==> src/hdl/a2d_pkg.sv <==
package a2d_pkg;

    localparam int COEF_WIDTH_DEF  = 32;
    localparam int FRAC_BITS_DEF   = 16;
    localparam int ANGLE_BITS_DEF  = 16;
    localparam int ARG_WIDTH       = 32;
    localparam int OUT_WIDTH       = 32;
    localparam int ANGLE_FIELD     = 16;
    localparam int CORDIC_STEPS    = 16;
    localparam int STEP_BITS       = 4;

    localparam logic [2:0] FUNC_SET       = 3'd0;
    localparam logic [2:0] FUNC_ROTATE    = 3'd1;
    localparam logic [2:0] FUNC_SCALE     = 3'd2;
    localparam logic [2:0] FUNC_TRANSLATE = 3'd3;
    localparam logic [2:0] FUNC_MAP       = 3'd4;

    typedef struct packed {
        logic [2:0]                   func;
        logic signed [ARG_WIDTH-1:0]  arg_a;
        logic signed [ARG_WIDTH-1:0]  arg_b;
        logic signed [ARG_WIDTH-1:0]  arg_c;
        logic signed [ARG_WIDTH-1:0]  arg_d;
        logic signed [ARG_WIDTH-1:0]  arg_e;
        logic signed [ARG_WIDTH-1:0]  arg_f;
        logic [ANGLE_FIELD-1:0]       angle;
    } a2d_in_t;

    typedef struct packed {
        logic signed [OUT_WIDTH-1:0] x_out;
        logic signed [OUT_WIDTH-1:0] y_out;
        logic                        overflow;
    } a2d_out_t;

    typedef enum logic [3:0] {
        ST_IDLE,
        ST_CORDIC,
        ST_SC,
        ST_P0,
        ST_P1,
        ST_P2,
        ST_P3,
        ST_COMMIT,
        ST_OUT
    } a2d_state_t;

    // command from controller to datapath
    typedef struct packed {
        logic       load;
        logic       cordic_start;
        logic       cordic_step;
        logic       sc_latch;
        logic [1:0] pass_sel;
        logic       pass_en;
        logic       commit;
        logic       out_load;
    } a2d_cmd_t;

    typedef struct packed {
        logic [2:0] func;
        logic       cordic_last;
    } a2d_sts_t;

    function automatic logic [31:0] atan_turn(input logic [STEP_BITS-1:0] i);
        logic [31:0] r;
        begin
            unique case (i)
                4'd0:  r = 32'h20000000;
                4'd1:  r = 32'h12E4051E;
                4'd2:  r = 32'h09FB385B;
                4'd3:  r = 32'h051111D4;
                4'd4:  r = 32'h028B0D43;
                4'd5:  r = 32'h0145D7E1;
                4'd6:  r = 32'h00A2F61E;
                4'd7:  r = 32'h00517C55;
                4'd8:  r = 32'h0028BE53;
                4'd9:  r = 32'h00145F2F;
                4'd10: r = 32'h000A2F98;
                4'd11: r = 32'h000517CC;
                4'd12: r = 32'h00028BE6;
                4'd13: r = 32'h000145F3;
                4'd14: r = 32'h0000A2FA;
                default: r = 32'h0000517D;
            endcase
            return r;
        end
    endfunction

endpackage

==> src/hdl/a2d_ctrl.sv <==
module a2d_ctrl (
    input  logic            clk,
    input  logic            rst_n,
    input  logic            in_valid,
    output logic            in_stall,
    output logic            out_valid,
    input  logic            out_stall,
    input  a2d_pkg::a2d_sts_t sts,
    output a2d_pkg::a2d_cmd_t cmd
);
    import a2d_pkg::*;

    a2d_state_t state_reg, state_next;
    logic       out_valid_reg, out_valid_next;
    logic       accept;

    assign accept    = in_valid && !in_stall;
    assign out_valid = out_valid_reg;

    always_comb
    begin
        state_next = state_reg;
        unique case (state_reg)
            ST_IDLE:
            begin
                if (accept)
                begin
                    state_next = ST_CORDIC;
                end
            end
            ST_CORDIC:
            begin
                priority if (sts.func == FUNC_ROTATE)
                begin
                    if (sts.cordic_last)
                    begin
                        state_next = ST_SC;
                    end
                end
                else if (sts.func == FUNC_SET || sts.func == FUNC_SCALE ||
                         sts.func == FUNC_TRANSLATE || sts.func == FUNC_MAP)
                begin
                    state_next = ST_P0;
                end
                else
                begin
                    state_next = ST_IDLE;
                end
            end
            ST_SC:     state_next = ST_P0;
            ST_P0:     state_next = ST_P1;
            ST_P1:     state_next = ST_P2;
            ST_P2:     state_next = ST_P3;
            ST_P3:     state_next = ST_COMMIT;
            ST_COMMIT: state_next = (sts.func == FUNC_MAP) ? ST_OUT : ST_IDLE;
            ST_OUT:
            begin
                if (!out_valid_reg || !out_stall)
                begin
                    state_next = ST_IDLE;
                end
            end
            default:   state_next = ST_IDLE;
        endcase
    end

    always_comb
    begin
        cmd            = '0;
        in_stall       = (state_reg != ST_IDLE);
        out_valid_next = out_valid_reg && out_stall;
        cmd.load       = accept;
        unique case (state_reg)
            ST_CORDIC:
            begin
                cmd.cordic_step = (sts.func == FUNC_ROTATE);
            end
            ST_SC:     cmd.sc_latch = 1'b1;
            ST_P0:
            begin
                cmd.pass_en  = 1'b1;
                cmd.pass_sel = 2'd0;
            end
            ST_P1:
            begin
                cmd.pass_en  = 1'b1;
                cmd.pass_sel = 2'd1;
            end
            ST_P2:
            begin
                cmd.pass_en  = 1'b1;
                cmd.pass_sel = 2'd2;
            end
            ST_P3:
            begin
                cmd.pass_en  = 1'b1;
                cmd.pass_sel = 2'd3;
            end
            ST_COMMIT: cmd.commit = 1'b1;
            ST_OUT:
            begin
                if (!out_valid_reg || !out_stall)
                begin
                    cmd.out_load   = 1'b1;
                    out_valid_next = 1'b1;
                end
            end
            default:   cmd.cordic_start = accept;
        endcase
    end

    always_ff @(posedge clk or negedge rst_n)
    begin
        if (!rst_n)
        begin
            state_reg     <= ST_IDLE;
            out_valid_reg <= 1'b0;
        end
        else
        begin
            state_reg     <= state_next;
            out_valid_reg <= out_valid_next;
        end
    end

    a_out_hold: assert property (@(posedge clk) disable iff (!rst_n)
        out_valid_reg && out_stall |=> out_valid_reg)
        else $error("result dropped while stalled");
    a_busy_stall: assert property (@(posedge clk) disable iff (!rst_n)
        state_reg != ST_IDLE |-> in_stall)
        else $error("input taken while busy");
    a_load_idle: assert property (@(posedge clk) disable iff (!rst_n)
        cmd.load |=> state_reg == ST_CORDIC)
        else $error("accept did not start work");

endmodule

==> config.mk <==
export PLATFORM = sky130hd
export DESIGN_NAME = a2d_ctrl
export DESIGN_NICKNAME = d
export VERILOG_FILES = /design/src/hdl/a2d_pkg.sv /design/src/hdl/a2d_ctrl.sv
export SDC_FILE = /design/constraint.sdc
export NUM_CORES = 1
export LEC_CHECK = 0
export BUFFER_PORTS_ARGS = -buffer_cell sky130_fd_sc_hd__buf_2
export CAP_MARGIN = 40
export CORE_AREA = 2 2 39 41
export CTS_CLUSTER_DIAMETER = 150
export DETAILED_ROUTE_END_ITERATION = 6
export DIE_AREA = 0 0 41 43
export GPL_ROUTABILITY_DRIVEN = 0
export GPL_TIMING_DRIVEN = 0
export PLACE_DENSITY = 0.58
export SETUP_SLACK_MARGIN = 0.1
export SYNTH_ARGS = -nofsm -noshare
export SYNTH_HDL_FRONTEND = slang
export SYNTH_SLANG_ARGS = --single-unit
==> constraint.sdc <==
create_clock -name clk -period 2.89 [get_ports clk]
set_input_delay 0.1445 -clock clk [delete_from_list [all_inputs] [get_ports clk]]
set_output_delay 0.1445 -clock clk [all_outputs]
set_load 0.02 [all_outputs]
==> impl_metrics.csv <==
group,metric,value,unit
drt,drc_errors,0,
worst_hold_path,hp-start,"out_stall",
worst_hold_path,whs_path_depth,3,
floorplan,core,1380,sq um
outcome,outcome,"finished, final reports clean",
clock_network,worstSkewPairLatency,0.25,ns
critical_path,start_kind,"flop",
timing,clock.fmax,671,MHz
timing,drv_slew,0,
timing,rsz0062_at_grt,"false",
logic_synthesis,seq_area_frac_synth,32.2,%
clock_network,htree_levels,1,
place,hpwl,666,um
critical_path,worstRegToRegCells,3,
worst_hold_path,min_delay_worst_endpoint,"out_valid",
logic_synthesis,synth-seq-cells,5,
power,leakagePower,0.282,nW
drt,vias_per_cell,4.69,
floorplan,initial_core_util,28.1,%
timing,skew,0.00162,ns
logic_synthesis,ys_types,22,
timing,worstMarginPinSlew,0.272,ns
grt,grt_max_degree,11,
timing,fin_tns_setup,0,ns
cells_and_area,largest_reg_flops,4,
cells_and_area,area_growth_syn_to_layout,37.6,%
power,power.density,1000,nW/um^2
place,portBuffers,18,
worst_hold_path,hp-class,"in2reg",
grt,globalRouteOverflowTotal,0,
critical_path,reg2reg_from,"state_reg[1]",
timing,slew_headroom,81.7,%
logic_synthesis,synthCells,45,
clock_network,postCtsSetupBuffers,0,
drt,ant_nets,0,
clock_network,cts_resized,0,
grt,grt_pass1_vias,311,
critical_path,r2r_slack,1.84,ns
drt,drt_iter0_markers,11,
clock_network,cts_hold_buf,1,
logic_synthesis,syn_avg_cell_area,8.65,sq um
floorplan,die_area,1760,sq um
grt,grt_use_total,12.0,%
clock_network,cts_buffer_depth,2,
clock_network,clockRootBuffer,"clkbuf_4",
grt,grt_pass1_wl,1320,um
timing,timing.final.crit_share,51.6,%
power,power,0.536,mW
critical_path,cp-end-kind,"output port",
floorplan,rows,14,
cells_and_area,nets,77,
floorplan,io-pin-count,19,
critical_path,path_class,"reg2out",
cells_and_area,fin_util,38.7,%
place,dp.cells,79,
critical_path,cp_max_fo,10,
job,max-cap-violations,0,
logic_synthesis,syn_nets,53,
cells_and_area,fin_cells,84,
clock_network,cts_sinks,5,
critical_path,worstReg2RegEnd,"state_reg[3]",
clock_network,clk_pin_slew_worst_paths,0.04,ns
critical_path,cp.arrival,1.35,ns
cells_and_area,layout-drive-gt1-share,44.1,%
floorplan,die_h,43,um
clock_network,numCtsBuffers,3,
clock_network,cts_tree,"yes",
timing,hold_viol,0,
drt,routed_wirelength,879,um
cells_and_area,antenna_cells,0,
drt,dr.pass1.iters,4,
drt,vias,394,
cells_and_area,nFillCells,152,
grt,grt_antenna_before_repair,0,
power,peakVddDrop,0.320,mV
drt,avgRoutedWirePerCell,10.5,um
timing,setup_viol,0,
logic_synthesis,yosysWarningCount,0,
critical_path,crit_required,2.75,ns
timing,fin_crit,1.49,ns
logic_synthesis,netlist_area,389,sq um
floorplan,die_x,41,um
## synthesized netlist by cell type, drive strengths merged
cell type	n	area (sq um)
dfrtp	5	125
buf	4	37.5
nand3b	1	11.3
xor2	1	8.76
and3	2	12.5
nor4	3	18.8
nor4b	1	8.76
nor3	2	10.0
nor2	7	31.3
a211oi	1	7.51
nand2b	3	26.3
nand2	5	18.8
a21oi	3	15.0
o21ai	2	10.0
nand4bb	1	11.3
a2bb2o	1	20.0
o311ai	1	8.76
inv	2	7.51
## final cells by class
type                            instances  area, sq um  area share [%]
Clock buffer                            4         26.3            4.91
Timing Repair Buffer                   19          100            18.7
Sequential cell                         5          125            23.4
Inverter                                2         7.51            1.40
Buffer                                  4         37.5            7.01
Tap cell                               16         20.0            3.74
Multi-Input combinational cell         34          219            40.9
## metrics by stage
step           hold WS (ns)  cell area [sq um]  worst slack [ns]
3_5_place_dp        -0.0297                499              1.66
2_1_floorplan        -0.151                389              1.54
3_3_place_gp        -0.0362                499              1.66
4_1_cts               0.155                536              1.39
6_report              0.148                536              1.40
5_1_grt               0.181                536              1.32
## critical path: stages, from the launching register on
cell     delay (ns)
dfrtp_1        0.39
buf_6          0.14
nor2_1         0.15
and3_1         0.17
buf_4          0.09
buf_2          0.15
## cells in the final DEF (no fill, tap or decap), types with 2 or more instances in the layout
master and instances:
a21oi_1 3, and3_1 2, buf_2 18, buf_4 2, buf_6 2, clkbuf_4 3, dfrtp_1 5, inv_1 2
nand2_1 5, nand2b_1 2, nor2_1 5, nor2_2 2, nor3_1 2, nor4_1 3
## kinds of logic (layout without fill, tap and decap cells)
logic type	count (synthesis)	in the layout	synth area share, %
AND/OR/NAND/NOR	25	25	38.3
AO/OA/AOI/OAI	8	8	15.8
buffers and inverters	6	29	11.6
flip-flops	5	5	32.2
XOR/XNOR	1	1	2.25
## per-layer routing
| layer | vias to the layer above | share of wire [%] | global-route usage (%) |
|---|---|---|---|
| met5 | - | 0 | 0 |
| met4 | 0 | 4.3 | 14.0 |
| met3 | 4 | 5.9 | 1.57 |
| met2 | 17 | 44 | 14.7 |
| met1 | 170 | 46 | 15.5 |
| li1 | 203 | - | - |
## how the worst max path moves through the flow
stage	from	to	slack [ns]	depth (start not counted)
finish	state_reg[0]	cmd[8]	1.40	5
global route	state_reg[1]	cmd[0]	1.32	4
CTS	state_reg[0]	cmd[8]	1.39	5
detailed placement	state_reg[0]	cmd[8]	1.66	5
global placement	state_reg[0]	cmd[8]	1.66	5
floorplan	state_reg[3]	cmd[6]	1.54	2
## report_power, final
| group | switching, mW | internal, mW |
|---|---|---|
| clock network | 0.0326 | 0.0525 |
| logic | 0.195 | 0.137 |
| registers | 0.0256 | 0.0937 |
| total | 0.253 | 0.283 |
(Power assumes the default switching activity.)
